File: src/rtl/i2cm_pkg.sv
// Shared types and constants for the I2C master register access block.
`timescale 1ns / 1ps
`default_nettype none

package i2cm_pkg;

   // Command codes carried by the func field
   typedef enum logic [1:0] {
      FUNC_TICK  = 2'd0,
      FUNC_WRITE = 2'd1,
      FUNC_READ  = 2'd2,
      FUNC_RSVD  = 2'd3
   } func_type;

   // Sequencer steps; each step holds the line levels set on entering it for a phase
   typedef enum logic [4:0] {
      ST_IDLE        = 5'd0,
      ST_PREP_LOW    = 5'd1,
      ST_PREP_SDA_HI = 5'd2,
      ST_PREP_SCL_HI = 5'd3,
      ST_START       = 5'd4,
      ST_TX_BIT_LO   = 5'd5,
      ST_TX_BIT_HI   = 5'd6,
      ST_TX_ACK_LO   = 5'd7,
      ST_TX_ACK_REL  = 5'd8,
      ST_TX_ACK_HI   = 5'd9,
      ST_TX_ACK_END  = 5'd10,
      ST_TX_HOLD     = 5'd11,
      ST_RX_BEGIN    = 5'd12,
      ST_RX_BIT_LO   = 5'd13,
      ST_RX_BIT_HI   = 5'd14,
      ST_RX_ACK_LO   = 5'd15,
      ST_RX_NACK     = 5'd16,
      ST_RX_ACK_HI   = 5'd17,
      ST_RX_ACK_END  = 5'd18,
      ST_STOP_LO     = 5'd19,
      ST_STOP_SDA_LO = 5'd20,
      ST_STOP_SCL_HI = 5'd21,
      ST_STOP_SDA_HI = 5'd22
   } step_type;

   localparam logic [15:0] PHASE_TICKS_RESET = 16'd15;
   localparam logic [3:0]  BITS_PER_BYTE     = 4'd8;

   // Byte counter values of the transfer
   localparam logic [2:0] BC_DEV     = 3'd0;
   localparam logic [2:0] BC_REG     = 3'd1;
   localparam logic [2:0] BC_THIRD   = 3'd2;
   localparam logic [2:0] BC_RX_ONE  = 3'd3;
   localparam logic [2:0] BC_RX_TWO  = 3'd4;

   // One input beat
   typedef struct packed {
      logic [1:0] func;
      logic [7:0] device_addr;
      logic [7:0] reg_addr;
      logic [7:0] write_data;
      logic       low_byte_first;
      logic       sda_in;
   } item_type;

   // Latched command
   typedef struct packed {
      logic       order;
      logic [7:0] data;
      logic [7:0] regs;
      logic [7:0] dev;
      logic [1:0] func;
   } cmd_type;

   // Driven line levels
   typedef struct packed {
      logic scl;
      logic sda;
      logic en;
   } lines_type;

   // One result beat
   typedef struct packed {
      logic        scl;
      logic        sda_level;
      logic        sda_enable;
      logic        busy_res;
      logic        done_res;
      logic        read_ok;
      logic [15:0] read_word;
   } result_type;

endpackage

`default_nettype wire

File: src/rtl/i2cm_if.sv
// Valid/ready channel interfaces: request, response and register write.
`timescale 1ns / 1ps
`default_nettype none

interface i2cm_req_if;
   logic       valid;
   logic       ready;
   logic [1:0] func;
   logic [7:0] device_addr;
   logic [7:0] reg_addr;
   logic [7:0] write_data;
   logic       low_byte_first;
   logic       sda_in;

   modport source (output valid, func, device_addr, reg_addr, write_data,
                   low_byte_first, sda_in, input ready);
   modport sink (input valid, func, device_addr, reg_addr, write_data,
                 low_byte_first, sda_in, output ready);
endinterface

interface i2cm_rsp_if;
   logic        valid;
   logic        ready;
   logic        scl;
   logic        sda_level;
   logic        sda_enable;
   logic        busy_res;
   logic        done_res;
   logic        read_ok;
   logic [15:0] read_word;

   modport source (output valid, scl, sda_level, sda_enable, busy_res, done_res,
                   read_ok, read_word, input ready);
   modport sink (input valid, scl, sda_level, sda_enable, busy_res, done_res,
                 read_ok, read_word, output ready);
endinterface

interface i2cm_csr_if;
   logic        valid;
   logic        ready;
   logic [15:0] data;

   modport source (output valid, data, input ready);
   modport sink (input valid, data, output ready);
endinterface

`default_nettype wire

File: src/rtl/i2cm_core.sv
// I2C sequencer state and its one-tick update; result reflects the updated state.
`timescale 1ns / 1ps
`default_nettype none

module i2cm_core
   import i2cm_pkg::*;
(
   input  wire         clock,
   input  wire         reset,
   input  wire         enable,
   input  item_type    item,
   input  wire  [15:0] phase_ticks,
   output result_type  res
);

   step_type    step_ff, step_in;
   logic [15:0] timer_ff, timer_in;
   logic [3:0]  bit_ff, bit_in;
   logic [2:0]  byte_ff, byte_in;
   logic [7:0]  shift_ff, shift_in;
   logic [15:0] word_ff, word_in;
   cmd_type     cmd_ff, cmd_in;
   logic        ack_ff, ack_in;
   lines_type   lines_ff, lines_in;

   logic [15:0] limit;
   logic        enter_en;
   logic        done;
   logic [3:0]  bit_inc;
   logic [2:0]  byte_inc;
   logic        rx_first;

   // Byte sent for a given byte count
   function automatic logic [7:0] tx_byte(input cmd_type c, input logic [2:0] bc);
      logic [7:0] b;
      if (bc == BC_DEV) b = c.dev;
      else if (bc == BC_REG) b = c.regs;
      else if (c.func == FUNC_WRITE) b = c.data;
      else b = c.dev + 8'd1;
      return b;
   endfunction

   assign limit    = (phase_ticks == 16'd0) ? 16'd1 : phase_ticks;
   assign bit_inc  = bit_ff + 4'd1;
   assign byte_inc = byte_ff + 3'd1;
   assign rx_first = (byte_ff == BC_RX_ONE);

   // Step transition and datapath update for one tick
   always_comb begin
      step_in  = step_ff;
      timer_in = timer_ff;
      bit_in   = bit_ff;
      byte_in  = byte_ff;
      shift_in = shift_ff;
      word_in  = word_ff;
      cmd_in   = cmd_ff;
      ack_in   = ack_ff;
      enter_en = 1'b0;
      done     = 1'b0;
      if (step_ff == ST_IDLE) begin
         if (item.func == FUNC_WRITE || item.func == FUNC_READ) begin
            cmd_in.func  = item.func;
            cmd_in.dev   = item.device_addr;
            cmd_in.regs  = item.reg_addr;
            cmd_in.data  = item.write_data;
            cmd_in.order = item.low_byte_first;
            byte_in  = BC_DEV;
            bit_in   = 4'd0;
            step_in  = ST_PREP_LOW;
            enter_en = 1'b1;
         end
      end else if (timer_ff >= limit) begin
         enter_en = 1'b1;
         case (step_ff)
            ST_START: begin
               shift_in = tx_byte(cmd_ff, byte_ff);
               bit_in   = 4'd0;
               step_in  = ST_TX_BIT_LO;
            end
            ST_TX_BIT_HI: begin
               bit_in   = bit_inc;
               shift_in = {shift_ff[6:0], 1'b0};
               step_in  = (bit_inc < BITS_PER_BYTE) ? ST_TX_BIT_LO : ST_TX_ACK_LO;
            end
            ST_TX_ACK_HI: begin
               if (cmd_ff.func == FUNC_READ && byte_ff == BC_THIRD)
                  ack_in = ~item.sda_in;
               step_in = ST_TX_ACK_END;
            end
            ST_TX_HOLD: begin
               if (cmd_ff.func == FUNC_WRITE) begin
                  if (byte_ff < BC_THIRD) begin
                     byte_in  = byte_inc;
                     shift_in = tx_byte(cmd_ff, byte_inc);
                     bit_in   = 4'd0;
                     step_in  = ST_TX_BIT_LO;
                  end else begin
                     step_in = ST_STOP_LO;
                  end
               end else if (byte_ff == BC_DEV) begin
                  byte_in  = BC_REG;
                  shift_in = tx_byte(cmd_ff, BC_REG);
                  bit_in   = 4'd0;
                  step_in  = ST_TX_BIT_LO;
               end else if (byte_ff == BC_REG) begin
                  byte_in = BC_THIRD;
                  step_in = ST_PREP_LOW;
               end else if (ack_ff) begin
                  byte_in = BC_RX_ONE;
                  step_in = ST_RX_BEGIN;
               end else begin
                  step_in = ST_STOP_LO;
               end
            end
            ST_RX_BEGIN: begin
               bit_in  = 4'd0;
               step_in = ST_RX_BIT_LO;
            end
            ST_RX_BIT_HI: begin
               shift_in = {shift_ff[6:0], item.sda_in};
               bit_in   = bit_inc;
               step_in  = (bit_inc < BITS_PER_BYTE) ? ST_RX_BIT_LO : ST_RX_ACK_LO;
            end
            ST_RX_ACK_LO: begin
               // first byte lands high unless low-first order, second the reverse
               if (rx_first ^ cmd_ff.order) word_in = {shift_ff, word_ff[7:0]};
               else word_in = {word_ff[15:8], shift_ff};
               step_in = rx_first ? ST_RX_ACK_HI : ST_RX_NACK;
            end
            ST_RX_ACK_END: begin
               if (rx_first) begin
                  byte_in = BC_RX_TWO;
                  step_in = ST_RX_BEGIN;
               end else begin
                  step_in = ST_STOP_LO;
               end
            end
            ST_STOP_SDA_HI: begin
               step_in  = ST_IDLE;
               timer_in = 16'd0;
               enter_en = 1'b0;
               done     = 1'b1;
            end
            default: begin
               if (step_ff >= ST_PREP_LOW && step_ff < ST_STOP_SDA_HI) begin
                  step_in = step_type'(step_ff + 5'd1);
               end else begin
                  step_in  = ST_IDLE;
                  timer_in = 16'd0;
                  enter_en = 1'b0;
               end
            end
         endcase
      end else begin
         timer_in = timer_ff + 16'd1;
      end
      if (enter_en) timer_in = 16'd1;
   end

   // Line changes made on entering a step
   always_comb begin
      lines_in = lines_ff;
      if (enter_en) begin
         case (step_in)
            ST_PREP_LOW:    begin lines_in.scl = 1'b0; lines_in.en = 1'b1; end
            ST_PREP_SDA_HI: begin lines_in.sda = 1'b1; lines_in.en = 1'b1; end
            ST_PREP_SCL_HI: lines_in.scl = 1'b1;
            ST_START:       lines_in.sda = 1'b0;
            ST_TX_BIT_LO: begin
               lines_in.scl = 1'b0;
               lines_in.sda = shift_in[7];
               lines_in.en  = 1'b1;
            end
            ST_TX_BIT_HI:   lines_in.scl = 1'b1;
            ST_TX_ACK_LO:   lines_in.scl = 1'b0;
            ST_TX_ACK_REL:  lines_in.en  = 1'b0;
            ST_TX_ACK_HI:   lines_in.scl = 1'b1;
            ST_TX_ACK_END:  lines_in.scl = 1'b0;
            ST_TX_HOLD:     begin lines_in.en = 1'b1; lines_in.sda = 1'b0; end
            ST_RX_BEGIN:    begin lines_in.scl = 1'b0; lines_in.en = 1'b0; end
            ST_RX_BIT_LO:   lines_in.scl = 1'b0;
            ST_RX_BIT_HI:   lines_in.scl = 1'b1;
            ST_RX_ACK_LO: begin
               lines_in.scl = 1'b0;
               lines_in.en  = 1'b1;
               lines_in.sda = 1'b0;
            end
            ST_RX_NACK:     lines_in.sda = 1'b1;
            ST_RX_ACK_HI:   lines_in.scl = 1'b1;
            ST_RX_ACK_END:  lines_in.scl = 1'b0;
            ST_STOP_LO:     lines_in.scl = 1'b0;
            ST_STOP_SDA_LO: begin lines_in.sda = 1'b0; lines_in.en = 1'b1; end
            ST_STOP_SCL_HI: lines_in.scl = 1'b1;
            ST_STOP_SDA_HI: lines_in.sda = 1'b1;
            default:        lines_in = lines_ff;
         endcase
      end
   end

   // Result as seen after this tick
   always_comb begin
      res.scl        = lines_in.scl;
      res.sda_level  = lines_in.sda;
      res.sda_enable = lines_in.en;
      res.busy_res   = (step_in != ST_IDLE);
      res.done_res   = done;
      res.read_ok    = ack_in;
      res.read_word  = word_in;
   end

   // Sequencer state
   always_ff @(posedge clock) begin
      if (reset) begin
         step_ff  <= ST_IDLE;
         timer_ff <= 16'd0;
         bit_ff   <= 4'd0;
         byte_ff  <= BC_DEV;
         shift_ff <= 8'd0;
         word_ff  <= 16'd0;
         cmd_ff   <= '0;
         ack_ff   <= 1'b0;
         lines_ff <= '{scl: 1'b1, sda: 1'b1, en: 1'b1};
      end else if (enable) begin
         step_ff  <= step_in;
         timer_ff <= timer_in;
         bit_ff   <= bit_in;
         byte_ff  <= byte_in;
         shift_ff <= shift_in;
         word_ff  <= word_in;
         cmd_ff   <= cmd_in;
         ack_ff   <= ack_in;
         lines_ff <= lines_in;
      end
   end

endmodule

`default_nettype wire

File: src/rtl/i2c_master_register_access.sv
// Top level: I2C master register access sequencer with beat pipeline.
// Pipeline: two register stages. An accepted request beat sits in the input register;
// the sequencer update lands in the output register once it is free, and the response
// beat is held there until taken. Throughput: one request beat per cycle unless the
// response channel stalls; the sequencer advances one tick per beat.
// Reset (synchronous, active high): sequencer idle, lines high and driven,
// phase length 15 ticks, pipeline empty.
`timescale 1ns / 1ps
`default_nettype none

module i2c_master_register_access
   import i2cm_pkg::*;
(
   input  wire          clock,
   input  wire          reset,
   i2cm_req_if.sink     req_chan,
   i2cm_rsp_if.source   rsp_chan,
   i2cm_csr_if.sink     csr_chan
);

   logic        s1_valid_ff, s1_valid_in;
   item_type    s1_item_ff;
   logic        rsp_valid_ff, rsp_valid_in;
   result_type  rsp_data_ff;
   logic [15:0] phase_ticks_ff;

   logic        out_free;
   logic        s1_fire;
   logic        req_take;
   item_type    req_item;
   result_type  core_res;

   // Pipeline handshake
   assign out_free       = !rsp_valid_ff || rsp_chan.ready;
   assign s1_fire        = s1_valid_ff && out_free;
   assign req_chan.ready = !s1_valid_ff || out_free;
   assign req_take       = req_chan.valid && req_chan.ready;
   assign csr_chan.ready = 1'b1;

   assign req_item = '{func: req_chan.func, device_addr: req_chan.device_addr,
                       reg_addr: req_chan.reg_addr, write_data: req_chan.write_data,
                       low_byte_first: req_chan.low_byte_first, sda_in: req_chan.sda_in};

   always_comb begin
      if (req_take) s1_valid_in = 1'b1;
      else if (s1_fire) s1_valid_in = 1'b0;
      else s1_valid_in = s1_valid_ff;
      if (s1_fire) rsp_valid_in = 1'b1;
      else if (rsp_chan.ready) rsp_valid_in = 1'b0;
      else rsp_valid_in = rsp_valid_ff;
   end

   // Control registers
   always_ff @(posedge clock) begin
      if (reset) begin
         s1_valid_ff    <= 1'b0;
         rsp_valid_ff   <= 1'b0;
         phase_ticks_ff <= PHASE_TICKS_RESET;
      end else begin
         s1_valid_ff  <= s1_valid_in;
         rsp_valid_ff <= rsp_valid_in;
         if (csr_chan.valid) phase_ticks_ff <= csr_chan.data;
      end
   end

   // Payload registers
   always_ff @(posedge clock) begin
      if (req_take) s1_item_ff <= req_item;
      if (s1_fire) rsp_data_ff <= core_res;
   end

   i2cm_core u_core (
      .clock       (clock),
      .reset       (reset),
      .enable      (s1_fire),
      .item        (s1_item_ff),
      .phase_ticks (phase_ticks_ff),
      .res         (core_res)
   );

   // Response beat
   assign rsp_chan.valid      = rsp_valid_ff;
   assign rsp_chan.scl        = rsp_data_ff.scl;
   assign rsp_chan.sda_level  = rsp_data_ff.sda_level;
   assign rsp_chan.sda_enable = rsp_data_ff.sda_enable;
   assign rsp_chan.busy_res   = rsp_data_ff.busy_res;
   assign rsp_chan.done_res   = rsp_data_ff.done_res;
   assign rsp_chan.read_ok    = rsp_data_ff.read_ok;
   assign rsp_chan.read_word  = rsp_data_ff.read_word;

endmodule

`default_nettype wire
File: src/flat_wrapper.sv
// flat-port wrapper written by rule: the top's interface ports become plain ports
module i2c_master_register_access_flat import i2cm_pkg::*;
  (clock, reset, req_chan_valid, req_chan_func, req_chan_device_addr, req_chan_reg_addr, req_chan_write_data, req_chan_low_byte_first, req_chan_sda_in, req_chan_ready, rsp_chan_valid, rsp_chan_scl, rsp_chan_sda_level, rsp_chan_sda_enable, rsp_chan_busy_res, rsp_chan_done_res, rsp_chan_read_ok, rsp_chan_read_word, rsp_chan_ready, csr_chan_valid, csr_chan_data, csr_chan_ready);
  i2cm_req_if req_chan_i ();
  i2cm_rsp_if rsp_chan_i ();
  i2cm_csr_if csr_chan_i ();
  input  wire clock;
  input  wire reset;
  input wire logic [$bits(req_chan_i.valid)-1:0] req_chan_valid;
  input wire logic [$bits(req_chan_i.func)-1:0] req_chan_func;
  input wire logic [$bits(req_chan_i.device_addr)-1:0] req_chan_device_addr;
  input wire logic [$bits(req_chan_i.reg_addr)-1:0] req_chan_reg_addr;
  input wire logic [$bits(req_chan_i.write_data)-1:0] req_chan_write_data;
  input wire logic [$bits(req_chan_i.low_byte_first)-1:0] req_chan_low_byte_first;
  input wire logic [$bits(req_chan_i.sda_in)-1:0] req_chan_sda_in;
  output wire logic [$bits(req_chan_i.ready)-1:0] req_chan_ready;
  output wire logic [$bits(rsp_chan_i.valid)-1:0] rsp_chan_valid;
  output wire logic [$bits(rsp_chan_i.scl)-1:0] rsp_chan_scl;
  output wire logic [$bits(rsp_chan_i.sda_level)-1:0] rsp_chan_sda_level;
  output wire logic [$bits(rsp_chan_i.sda_enable)-1:0] rsp_chan_sda_enable;
  output wire logic [$bits(rsp_chan_i.busy_res)-1:0] rsp_chan_busy_res;
  output wire logic [$bits(rsp_chan_i.done_res)-1:0] rsp_chan_done_res;
  output wire logic [$bits(rsp_chan_i.read_ok)-1:0] rsp_chan_read_ok;
  output wire logic [$bits(rsp_chan_i.read_word)-1:0] rsp_chan_read_word;
  input wire logic [$bits(rsp_chan_i.ready)-1:0] rsp_chan_ready;
  input wire logic [$bits(csr_chan_i.valid)-1:0] csr_chan_valid;
  input wire logic [$bits(csr_chan_i.data)-1:0] csr_chan_data;
  output wire logic [$bits(csr_chan_i.ready)-1:0] csr_chan_ready;
  assign req_chan_i.valid = req_chan_valid;
  assign req_chan_i.func = req_chan_func;
  assign req_chan_i.device_addr = req_chan_device_addr;
  assign req_chan_i.reg_addr = req_chan_reg_addr;
  assign req_chan_i.write_data = req_chan_write_data;
  assign req_chan_i.low_byte_first = req_chan_low_byte_first;
  assign req_chan_i.sda_in = req_chan_sda_in;
  assign req_chan_ready = req_chan_i.ready;
  assign rsp_chan_valid = rsp_chan_i.valid;
  assign rsp_chan_scl = rsp_chan_i.scl;
  assign rsp_chan_sda_level = rsp_chan_i.sda_level;
  assign rsp_chan_sda_enable = rsp_chan_i.sda_enable;
  assign rsp_chan_busy_res = rsp_chan_i.busy_res;
  assign rsp_chan_done_res = rsp_chan_i.done_res;
  assign rsp_chan_read_ok = rsp_chan_i.read_ok;
  assign rsp_chan_read_word = rsp_chan_i.read_word;
  assign rsp_chan_i.ready = rsp_chan_ready;
  assign csr_chan_i.valid = csr_chan_valid;
  assign csr_chan_i.data = csr_chan_data;
  assign csr_chan_ready = csr_chan_i.ready;
  i2c_master_register_access u_core (.clock(clock), .reset(reset), .req_chan(req_chan_i), .rsp_chan(rsp_chan_i), .csr_chan(csr_chan_i));
endmodule
File: config.mk
export PLATFORM = sky130hd
export DESIGN_NAME = i2c_master_register_access_flat
export DESIGN_NICKNAME = d
export VERILOG_FILES = /design/src/rtl/i2cm_pkg.sv /design/src/rtl/i2cm_if.sv /design/src/rtl/i2cm_core.sv /design/src/rtl/i2c_master_register_access.sv /design/src/flat_wrapper.sv
export SDC_FILE = /design/constraint.sdc
export NUM_CORES = 1
export LEC_CHECK = 0
export ABC_AREA = 1
export BUFFER_PORTS_ARGS = -buffer_cell sky130_fd_sc_hd__buf_4
export CORE_MARGIN = 3
export CORE_UTILIZATION = 60
export DETAILED_ROUTE_END_ITERATION = 6
export HOLD_SLACK_MARGIN = 0.06
export PLACE_DENSITY = 0.85
export RECOVER_POWER = 100
export SYNTH_ARGS = -nofsm -noshare
export SYNTH_HDL_FRONTEND = slang
export SYNTH_SLANG_ARGS = --single-unit
File: constraint.sdc
create_clock -name clock -period 3.42 [get_ports clock]
set_input_delay 0.684 -clock clock [delete_from_list [all_inputs] [get_ports clock]]
set_output_delay 0.684 -clock clock [all_outputs]
set_load 0.02 [all_outputs]
==> metrics, run 1 <==
final worst-path setup slack=between 0.2 and 0.3 ns; slew at the pin with the worst max-slew slack=1.84 ns; summed instance area of the synthesized netlist=just under 8000 µm²; Hold Path Class=input pin to flip-flop; hold buffer count at cts=0; antenna cells=0; core utilization of the finished layout=about 72%; static power due to leakage=~3.7 nW; initial antenna violation count=0; Die Span Y=approximately 120 µm; die width=about 120 µm; final-report hold violation count=0; Primary FF master, synth=sky130_fd_sc_hd__dfxtp_1; count of cells resized by post-cts repair=0; number of max-cap violations=2; Max clock buf depth=2; Detail Placement HPWL=between 10000 and 15000 µm; Power Dens Cells=~500 nW/µm²; number of iterations in the first detailed-routing pass=7; area of the core=12300 µm²; Filler Cells Inserted=985; arrival time reported for the critical path endpoint=roughly 3.5 ns; area overhead of the layout relative to synthesis=14.8%; routed length on met2=between 8000 and 9000 µm; most common cell after layout, fill and taps aside=sky130_fd_sc_hd__nand2_1; final sum of negative setup slack=0 ns; number of register bits inferred by synthesis=roughly 150; CTS H-Tree Depth=4; net count of the finished layout=1132; fraction of layout cells with a size suffix above 1=approximately a tenth; detailed-route wire length on metal 1=about 7700 µm; Peak supply drop=roughly 0.00051 V; violated checks=DRC, capacitance limit, slew limit; highest metal layer with signal wires=met4; Critical Setup Path Class=flip-flop to flip-flop; Syn Nets=1064; minimum clock period=3.12 ns; total of endpoints with negative setup slack in the final report=0; largest net degree at the start of global routing=50; post-route cell area=8840 µm²; Clock Pin Slew Worst Setup and Hold Paths=approximately 0.06 ns; Fin Clk Skew=just over 0.006 ns; routed wire length per instance=14.6 µm; Sinks on Clock Net=~150; initial DRC count=~720; Via-to-Cell Ratio=about 5.5; fraction of the yosys area taken by sequential cells=~46%; global-route wire length before repair=between 30000 and 40000 µm; relative slew slack=-23.0%; Mean Syn Cell Area=between 7 and 8 µm²; share of flip-flops with an asynchronous set or reset=0%; CTS root buf=sky130_fd_sc_hd__clkbuf_16; number of vias after detailed routing=6841; Num CTS Buffers=17; Achievable Freq=about 320 MHz; startpoint class of the critical path=flip-flop; final worst hold slack=roughly 0.46 ns; metal3 WL=between 1000 and 1500 µm; GRT Resource Usage Total=26.4%; clock network latency to the later pin of the worst-skew pair=approximately 0.42 ns; Crit path required time=3.78 ns; routed wire length=around 18000 µm; number of buffers added on ports=just over 70; run status=finished with violations; Post-DP Area=between 8000 and 9000 µm²; clock tree from TritonCTS=built; DRT antenna net count=0; Core Rows=40; Final period util=approximately nine tenths; maximum fanout count along the critical path=6; RSZ-0062 raised after global routing=false; post-synthesis instance total=between 900 and 1000; number of setup buffers added after CTS=0; Ys Warns=0; # DRC=2; routability congestion estimate=slightly above 0.9; final max-slew violation count=84; distinct cell type count after synthesis=50; worst slack, placed=0.274 ns; number of synthesized flops with an enable pin=50; via count of the first global-routing pass=between 6000 and 7000; initial core utilization=between 60 and 70%; highest-count cells in the layout ignoring fill and taps=159 x sky130_fd_sc_hd__nand2_1, 137 x sky130_fd_sc_hd__inv_1, 126 x sky130_fd_sc_hd__a21oi_1; die area=between 10000 and 15000 µm²; leftover overflow at the end of global routing=0; element type at the critical path end=flip-flop; number of primary I/O pins=between 70 and 80
## report_power, final
| group | total, W | internal [W] | switching (W) |
|---|---|---|---|
| sequential | 0.00200 | 0.00195 | 0.0000502 |
| clock | 0.00185 | 0.00116 | 0.000688 |
| combinational | 0.000532 | 0.000175 | 0.000357 |
| total | 0.00439 | 0.00329 | 0.00110 |
## path summary, 6_finish.rpt
| kind | start | depth (start not counted) | end | slack, ns |
|---|---|---|---|---|
| min | req_chan_reg_addr[2] | 1 | u_core.s1_item_ff[12]$_DFFE_PP_ | 0.46 |
| max reg2reg | u_core.phase_ticks_ff[8]$_SDFFE_PP0P_ | 21 | u_core.u_core.lines_ff[1]$_SDFFE_PP1P_ | 0.30 |
| max | u_core.phase_ticks_ff[8]$_SDFFE_PP0P_ | 21 | u_core.u_core.lines_ff[1]$_SDFFE_PP1P_ | 0.30 |
| min reg2reg | u_core.u_core.byte_ff[2]$_SDFFE_PP0P_ | 2 | u_core.u_core.byte_ff[2]$_SDFFE_PP0P_ | 0.46 |
## area by class of cell
type	count	area [µm²]	area share (%)
multi-input combinational	648	3440	38.9
clock inverter	9	125	1.42
tap	168	210	2.38
clock buffer	23	458	5.18
sequential	151	3520	39.9
timing repair buffer	84	519	5.87
inverter	151	567	6.41
## metal layers
layer | vias up | track usage, %
met4 | 0 | 10.9
met1 | 3115 | 32.3
met5 | - | 0
met3 | 50 | 6.41
met2 | 234 | 44.5
li1 | 3442 | -
## critical path, stage by stage (launching register included)
cell	delay, ns
sky130_fd_sc_hd__dfxtp_1	0.31
sky130_fd_sc_hd__nor4_1	0.42
sky130_fd_sc_hd__a41o_1	0.24
sky130_fd_sc_hd__ha_1	0.23
sky130_fd_sc_hd__nand4_1	0.10
sky130_fd_sc_hd__nor2_1	0.04
sky130_fd_sc_hd__nor2_1	0.11
sky130_fd_sc_hd__nand2_1	0.07
sky130_fd_sc_hd__nand2_1	0.11
sky130_fd_sc_hd__a21oi_1	0.08
sky130_fd_sc_hd__clkbuf_1	0.21
sky130_fd_sc_hd__nand2_1	0.16
sky130_fd_sc_hd__nand2_2	0.12
sky130_fd_sc_hd__nor2_2	0.26
sky130_fd_sc_hd__nand2_1	0.08
sky130_fd_sc_hd__nor2_1	0.09
sky130_fd_sc_hd__nand2_1	0.07
sky130_fd_sc_hd__nand3_1	0.09
sky130_fd_sc_hd__nand2_1	0.05
sky130_fd_sc_hd__nand2_1	0.07
sky130_fd_sc_hd__nand2_1	0.06
sky130_fd_sc_hd__nand2_1	0.10
## through the flow
step / instances / total power (W)
global placement: 1202 / 0.00257
finish: 1234 / 0.00439
CTS: 1234 / 0.00441
detailed placement: 1202 / 0.00258
global route: 1234 / 0.00456
floorplan: 985 / 0.00241
## synthesized netlist by cell type, types with 6 or more instances
library cell	n	area [µm²]
sky130_fd_sc_hd__nand2_2	8	50.1
sky130_fd_sc_hd__inv_2	11	41.3
sky130_fd_sc_hd__nor3_1	8	40.0
sky130_fd_sc_hd__dfxtp_1	101	2020
sky130_fd_sc_hd__o21ai_0	112	561
sky130_fd_sc_hd__o21ai_1	11	55.1
sky130_fd_sc_hd__xor2_1	8	70.1
sky130_fd_sc_hd__nand4_1	13	81.3
sky130_fd_sc_hd__nand2_1	158	593
sky130_fd_sc_hd__ha_1	30	375
sky130_fd_sc_hd__a211oi_1	6	45.0
sky130_fd_sc_hd__nand3_1	44	220
sky130_fd_sc_hd__edfxtp_1	50	1500
sky130_fd_sc_hd__a31oi_1	6	37.5
sky130_fd_sc_hd__o211ai_1	7	52.6
sky130_fd_sc_hd__a21oi_1	126	631
sky130_fd_sc_hd__nor2_2	6	37.5
sky130_fd_sc_hd__clkbuf_1	26	97.6
sky130_fd_sc_hd__inv_1	137	514
sky130_fd_sc_hd__nor2_1	60	225
## kinds of logic (layout without fill, tap and decap cells)
family,after synthesis,count (layout),synth area share [%]
adders and majority gates,30,30,4.88
and+or+nand+nor,319,319,18.7
xor gates and xnor gates,12,12,1.37
muxes,1,1,0.130
buffers and inverters,186,267,9.30
AOI/OAI and AO/OA,285,285,19.8
DFF,151,151,45.8
other,1,1,0.0487
## flip-flops by register name, indices dropped and copies added, names as in the netlist, 3 cells and up
name / cells
u_core.phase_ticks_ff: 16
u_core.rsp_chan.read_word: 16
u_core.s1_item_ff: 28
u_core.u_core.bit_ff: 4
u_core.u_core.byte_ff: 3
u_core.u_core.cmd_ff: 27
u_core.u_core.lines_ff: 3
u_core.u_core.shift_ff: 8
u_core.u_core.step_ff: 5
u_core.u_core.timer_ff: 16
u_core.u_core.word_ff: 16
No activity file was read; power rests on OpenSTA's default activity.
==> run 2, diff against run 1 <==
--- a/config.mk
+++ b/config.mk
@@ -7,11 +7,13 @@
 export LEC_CHECK = 0
 export ABC_AREA = 1
 export BUFFER_PORTS_ARGS = -buffer_cell sky130_fd_sc_hd__buf_4
+export CELL_PAD_IN_SITES_DETAIL_PLACEMENT = 1
+export CELL_PAD_IN_SITES_GLOBAL_PLACEMENT = 2
 export CORE_MARGIN = 3
-export CORE_UTILIZATION = 60
+export CORE_UTILIZATION = 35
 export DETAILED_ROUTE_END_ITERATION = 6
 export HOLD_SLACK_MARGIN = 0.06
-export PLACE_DENSITY = 0.85
+export PLACE_DENSITY = 0.84
 export RECOVER_POWER = 100
 export SYNTH_ARGS = -nofsm -noshare
 export SYNTH_HDL_FRONTEND = slang
==> run 2 against run 1 <==
  * The flow finishes with violations (capacitance limit, slew limit)
  * Worst hold slack worse by 0.0023 ns
  * First-iteration DRC count down 68%
  * Clock-buffer cell count down 1
  * Power up 1.9%
  * Highest routed layer unchanged
==> metrics, run 2 (same netlist as run 1, synthesis figures left out) <==
run status=finished with violations; violated checks=capacitance limit, slew limit; number of buffers added on ports=72; minimum clock period=3.06 ns; initial core utilization=36.2%; multi-input gate area in the final layout=approximately 3400 µm²; via count of the first global-routing pass=~6900; Clock Pin Slew Worst Setup and Hold Paths=~0.06 ns; core utilization of the finished layout=42.3%; Power Dens Cells=between 400 and 500 nW/µm²; net count of the finished layout=around 1100; maximum fanout count along the critical path=8; initial antenna violation count=0; Max clock buf depth=2; Post-DP Area=8550 µm²; Detail Placement HPWL=between 15000 and 20000 µm; slew at the pin with the worst max-slew slack=1.80 ns; post-route cell area=9010 µm²; area of the core=~21000 µm²; sequential cell area=around 3500 µm²; antenna cells=0; initial DRC count=230; number of primary I/O pins=between 70 and 80; Achievable Freq=326 MHz; CTS H-Tree Depth=4; Sinks on Clock Net=approximately 150; GRT Resource Usage Total=~18%; Core Rows=53; Hold Path Class=input pin to flip-flop; RSZ-0062 raised after global routing=false; static power due to leakage=between 3 and 4 nW; most common cell after layout, fill and taps aside=sky130_fd_sc_hd__nand2_1; die area=~24000 µm²; CTS root buf=sky130_fd_sc_hd__clkbuf_16; hold buffer count at cts=0; routed wire length=roughly 22000 µm; arrival time reported for the critical path endpoint=between 3 and 4 ns; Fin Clk Skew=0.0105 ns; Crit path required time=3.60 ns; startpoint class of the critical path=flip-flop; largest net degree at the start of global routing=50; leftover overflow at the end of global routing=0; final max-slew violation count=61; # DRC=0; die width=around 150 µm; routability congestion estimate=0.884; number of max-cap violations=2; Largest regs=u_core.s1_item_ff x28, u_core.u_core.cmd_ff x27; Num CTS Buffers=17; DRT antenna net count=0; final sum of negative setup slack=0 ns; Die Span Y=approximately 150 µm; number of vias after detailed routing=around 6800; Via-to-Cell Ratio=5.03; number of setup buffers added after CTS=0; final-report hold violation count=0; final worst hold slack=~0.45 ns; clock network latency to the later pin of the worst-skew pair=0.43 ns; routed wire length per instance=roughly 16 µm; area overhead of the layout relative to synthesis=17.1%; total of endpoints with negative setup slack in the final report=0; Final period util=about 90%; flip-flop count of the largest register, all copies and words added=28; Filler Cells Inserted=about 2600; element type at the critical path end=flip-flop; Peak supply drop=0.000329 V; fraction of layout cells with a size suffix above 1=a little under an eighth; global-route wire length before repair=~35000 µm; relative slew slack=-19.8%; Largest Register=u_core.s1_item_ff; Critical Setup Path Class=flip-flop to flip-flop; highest-count cells in the layout ignoring fill and taps=158 x sky130_fd_sc_hd__nand2_1, 138 x sky130_fd_sc_hd__inv_1, 126 x sky130_fd_sc_hd__a21oi_1; clock tree from TritonCTS=built; number of iterations in the first detailed-routing pass=4
## run 2: cell count changes in the layout (fill, tap and decap cells not counted), sizes merged
cell and delta:
clkinvlp +1, bufinv -1, clkbuf +2, inv +2
clkinv -1
## run 2: final timing paths
kind | from | to | slack [ns] | cells past startpoint
worst max register to register | u_core.phase_ticks_ff[0]$_SDFFE_PP1P_ | u_core.rsp_chan.sda_level$_DFFE_PP_ | 0.36 | 19
worst min register to register | u_core.u_core.timer_ff[15]$_SDFFE_PP0P_ | u_core.u_core.timer_ff[15]$_SDFFE_PP0P_ | 0.47 | 2
worst max-delay path | u_core.phase_ticks_ff[0]$_SDFFE_PP1P_ | u_core.rsp_chan.sda_level$_DFFE_PP_ | 0.36 | 19
worst min-delay path | req_chan_write_data[0] | u_core.s1_item_ff[2]$_DFFE_PP_ | 0.45 | 1
## run 2: repair_timing
action	CTS	global route
setup endpoints to repair	0	6
resized for setup	0	1
hold endpoints to repair	0	0
## run 2: routing by layer
layer  part of all wire [%]  up-vias  global-route usage (%)  wire length, µm
met5                      0        -                       0                0
met4                    2.0        0                    6.98              439
met3                    3.6       31                    3.25              774
met2                     46      119                    29.8             9920
met1                     48     3160                    24.2            10400
li1                       -     3453                       -                -
## run 2: power by group
part | leakage [nW] | switching, W | internal, W | total (W)
Sequential | 1.31 | 0.0000520 | 0.00195 | 0.00201
Clock | 0.297 | 0.000757 | 0.00116 | 0.00191
Combinational | 2.13 | 0.000374 | 0.000177 | 0.000551
Total | 3.73 | 0.00118 | 0.00329 | 0.00447
## run 2: cell type report
| type | count | share of cell area (%) |
|---|---|---|
| multi-input combinational | 648 | 38.2 |
| clock inverter | 10 | 1.31 |
| inverter | 151 | 6.29 |
| timing repair buffer | 87 | 5.94 |
| clock buffer | 22 | 5.37 |
| tap | 275 | 3.82 |
| sequential | 151 | 39.1 |
## run 2: per-stage QoR
step / worst slack [ns] / instances / power (W)
5_1_grt: 0.0231 / 1344 / 0.00469
3_3_place_gp: 0.238 / 1312 / 0.00260
3_5_place_dp: 0.204 / 1312 / 0.00262
6_report: 0.357 / 1344 / 0.00447
2_1_floorplan: 0.858 / 985 / 0.00241
4_1_cts: 0.195 / 1344 / 0.00454
## run 2: critical path: stages, from the launching register on
cell and delay (ns):
sky130_fd_sc_hd__dfxtp_1 0.33, sky130_fd_sc_hd__nor4_1 0.36, sky130_fd_sc_hd__a41o_1 0.22, sky130_fd_sc_hd__ha_1 0.23
sky130_fd_sc_hd__nand4_1 0.09, sky130_fd_sc_hd__nor2_1 0.04, sky130_fd_sc_hd__nor2_1 0.08, sky130_fd_sc_hd__nand2_1 0.05
sky130_fd_sc_hd__nand2_1 0.11, sky130_fd_sc_hd__nand2_1 0.16, sky130_fd_sc_hd__nand2_1 0.30, sky130_fd_sc_hd__nand3_1 0.18
sky130_fd_sc_hd__nand2_4 0.14, sky130_fd_sc_hd__nand2_1 0.10, sky130_fd_sc_hd__nor2_1 0.13, sky130_fd_sc_hd__inv_1 0.06
sky130_fd_sc_hd__nand3_1 0.07, sky130_fd_sc_hd__nand2_1 0.05, sky130_fd_sc_hd__nand2_1 0.05, sky130_fd_sc_hd__nand2_1 0.06
==> run 3, diff against run 2 <==
--- a/config.mk
+++ b/config.mk
@@ -17,4 +17,5 @@
 export RECOVER_POWER = 100
 export SYNTH_ARGS = -nofsm -noshare
 export SYNTH_HDL_FRONTEND = slang
+export SYNTH_HIERARCHICAL = 1
 export SYNTH_SLANG_ARGS = --single-unit
==> run 3 against run 2 <==
  * The run now ends clean
  * Worst hold slack got worse by 0.013 ns
  * Power fell by 0.86%
  * Synthesized area is 3.5% higher
  * Combinational power down 3%
  * Routed wire length shrank 1.7%
  * Sequential power about the same
  * Worst setup slack better by 0.052 ns
  * Clock power about the same
  * Flip-flop and latch count unchanged
  * Critical path depth grew 5
  * Utilization is 0.42 points lower
  * Final area is 2.8% higher
==> metrics, run 3 <==
Clock Pin Slew Worst Setup and Hold Paths=approximately 0.08 ns; Mean Syn Cell Area=about 7.6 µm²; routed wire length=around 21000 µm; Max clock buf depth=2; most area-consuming cells after synthesis=sky130_fd_sc_hd__dfxtp_1 25%, sky130_fd_sc_hd__edfxtp_1 19%, sky130_fd_sc_hd__nand2_1 9.2%; largest stage delay on the critical path=between 0.3 and 0.4 ns; Syn Nets=approximately 1100; Crit-path slowest cell=sky130_fd_sc_hd__dfxtp_1; most repeated library cell on the critical path=sky130_fd_sc_hd__nand2_1; initial DRC count=roughly 280; Buf/Inv on CP=1; clock network latency to the later pin of the worst-skew pair=between 0.4 and 0.5 ns; initial core utilization=36.1%; Ys Warns=6; cell chain of the critical path=nor4_1 > nand3_1 > o41ai_2 > ha_1 > inv_1 > nand2_1 > nand2_1 > nand2_1 > nand2_1 > nand2_1 > nand2_1 > nand2_2 > nand3_4 > nand2_1 > nand2_1 > nand2_1 > nand2_1 > nor2_1 > nand3_1 > nand3_1 > nand2_1 > nand2_1 > nand2_1 > nand2_1; Critical Setup Path Class=flip-flop to flip-flop; Hold Path Class=input pin to flip-flop; summed instance area of the synthesized netlist=between 7000 and 8000 µm²; arrival time reported for the critical path endpoint=3.38 ns; relative slew slack=between 15 and 20%; largest net degree at the start of global routing=53; RSZ-0062 raised after global routing=false; share of flip-flops with an asynchronous set or reset=0%; number of vias after detailed routing=6978; number of non-filler instances in the completed layout=between 1000 and 1500; worst r2r path cells=24; Critical R2R Launch=u_core/phase_ticks_ff[12]$_SDFFE_PP0P_; cell types with the highest counts after synthesis=195 x sky130_fd_sc_hd__nand2_1, 135 x sky130_fd_sc_hd__nor2_1, 119 x sky130_fd_sc_hd__inv_1; net count of the finished layout=roughly 1200; initial antenna violation count=0; Largest Register=u_core/s1_item_ff; number of synthesized flops with an enable pin=50; GRT Resource Usage Total=around 18%; r2r endpoint=u_core/u_core/lines_ff[2]$_SDFFE_PP1P_; Sinks on Clock Net=about 150; global-route wire length before repair=approximately 35000 µm; most used standard cell by instance count after synthesis=sky130_fd_sc_hd__nand2_1; Achievable Freq=approximately 330 MHz; Via-to-Cell Ratio=approximately 5; Detail Placement HPWL=around 15000 µm; number of buffers added on ports=between 70 and 80; routability congestion estimate=0.870; number of register bits inferred by synthesis=between 150 and 200; Largest regs=u_core/s1_item_ff x28, u_core/u_core/cmd_ff x27; maximum fanout count along the critical path=12; final-report hold violation count=0; CTS H-Tree Depth=4; largest area contributor in the synthesized netlist=sky130_fd_sc_hd__dfxtp_1; minimum clock period=between 3 and 4 ns; die area=24600 µm²; Core Rows=54; antenna cells=0; Primary FF master, synth=sky130_fd_sc_hd__dfxtp_1; Crit path required time=approximately 3.8 ns; area of the core=about 22000 µm²; number of iterations in the first detailed-routing pass=5; startpoint class of the critical path=flip-flop; R2R setup slack=0.41 ns; distinct cell type count after synthesis=just under 50; leftover overflow at the end of global routing=0; core utilization of the finished layout=41.9%; routed wire length per instance=15.0 µm; flip-flop count of the largest register, all copies and words added=28; number of cells on the critical path=24; final sum of negative setup slack=0 ns; fraction of layout cells with a size suffix above 1=approximately 12%; Die Span Y=around 160 µm; total of endpoints with negative setup slack in the final report=0; element type at the critical path end=flip-flop; # DRC=0; slew at the pin with the worst max-slew slack=roughly 1.3 ns; launching element of the worst setup path=u_core/phase_ticks_ff[12]$_SDFFE_PP0P_; via count of the first global-routing pass=6891; static power due to leakage=3.91 nW; most common cell after layout, fill and taps aside=sky130_fd_sc_hd__nand2_1; Critical Path Sink=u_core/u_core/lines_ff[2]$_SDFFE_PP1P_; CTS root buf=sky130_fd_sc_hd__clkbuf_16; run status=complete, no violations; Peak supply drop=0.000278 V; family of cells with the greatest summed delay on the critical path=simple AND/OR/NAND/NOR gates; post-synthesis instance total=around 1000; area overhead of the layout relative to synthesis=16.2%; final max-slew violation count=0; fraction of post-synthesis cell area in the top cell type by area=around a quarter; clock tree from TritonCTS=built; Final period util=between 80% and 90%; number of max-cap violations=0; number of cells after detailed placement=~1400; DRT antenna net count=0; highest-count cells in the layout ignoring fill and taps=194 x sky130_fd_sc_hd__nand2_1, 136 x sky130_fd_sc_hd__nor2_1, 119 x sky130_fd_sc_hd__inv_1; Fin Clk Skew=roughly 0.014 ns; number of primary I/O pins=74; fraction of the yosys area taken by sequential cells=approximately 44%; Num CTS Buffers=17; Power Dens Cells=about 480 nW/µm²; die width=157 µm
==> run 3: cell count changes after synthesis, moves of 4 or more <==
cell | before | now
sky130_fd_sc_hd__nand3_2 | 1 | 6
sky130_fd_sc_hd__buf_4 | 3 | 8
sky130_fd_sc_hd__nand2_1 | 158 | 195
sky130_fd_sc_hd__o21ai_0 | 112 | 98
sky130_fd_sc_hd__nor2_1 | 60 | 135
sky130_fd_sc_hd__clkbuf_1 | 26 | 18
sky130_fd_sc_hd__o21ai_1 | 11 | 19
sky130_fd_sc_hd__a21oi_1 | 126 | 96
sky130_fd_sc_hd__nor4_1 | 5 | 1
sky130_fd_sc_hd__inv_1 | 137 | 119
==> run 3: worst min-delay path by stage <==
stage	start	to	slack, ns	depth (start not counted)
detailed placement	u_core/phase_ticks_ff[2]$_SDFFE_PP1P_	u_core/phase_ticks_ff[2]$_SDFFE_PP1P_	0.45	2
finish	req_chan_device_addr[4]	u_core/s1_item_ff[22]$_DFFE_PP_	0.44	1
CTS	req_chan_reg_addr[2]	u_core/s1_item_ff[12]$_DFFE_PP_	0.40	1
global route	req_chan_write_data[4]	u_core/s1_item_ff[6]$_DFFE_PP_	0.42	1
floorplan	u_core/phase_ticks_ff[0]$_SDFFE_PP1P_	u_core/phase_ticks_ff[0]$_SDFFE_PP1P_	0.43	2
global placement	u_core/phase_ticks_ff[1]$_SDFFE_PP1P_	u_core/phase_ticks_ff[1]$_SDFFE_PP1P_	0.44	2
==> run 3: final cells by class <==
type / count / area (µm²)
well taps: 280 / 350
fillers: 2768 / 12800
repair buffers: 82 / 519
inverters: 136 / 513
flip-flops and latches: 151 / 3520
multi-input cells: 725 / 3750
clock buffers: 17 / 425
clock inverters: 15 / 180
==> run 3: power breakdown <==
group	total, W	switching, W	leakage (nW)	internal, W
combinational	0.000537	0.000363	2.31	0.000175
sequential	0.00200	0.0000539	1.31	0.00195
clock	0.00189	0.000902	0.291	0.000988
==> run 3: layer usage <==
layer | GRT usage, % | routed length (µm)
met1 | 26.5 | 11400
met2 | 26.5 | 8850
met3 | 3.71 | 751
met4 | 3.58 | 156
met5 | 0 | 0
==> run 3: cells by family after synthesis <==
group / after synthesis / share of synthesized area, %
XOR/XNOR: 8 / 0.879
multiplexers: 1 / 0.126
AND/OR/NAND/NOR: 439 / 24.7
adder cells (fa/ha/maj): 30 / 4.71
buffers and inverters: 172 / 8.79
flip-flops: 151 / 44.2
AO/OA/AOI/OAI: 246 / 16.6
other: 1 / 0.0471
==> run 3: timing repair <==
item                       4_1_cts  5_1_grt
setup endpoints to repair        0        6
setup buffers                    0        0
gates resized for setup          0        4
hold buffers                     0        0
==> run 3: stage by stage <==
stage	power (W)	setup slack [ns]	hold slack, ns	area (µm²)
after floorplan	0.00240	0.368	0.429	7970
after global placement	0.00258	0.316	0.443	8760
after detailed placement	0.00260	0.257	0.451	8760
after CTS	0.00451	0.184	0.399	9360
after global routing	0.00466	0.0269	0.418	9260
final	0.00443	0.409	0.442	9260
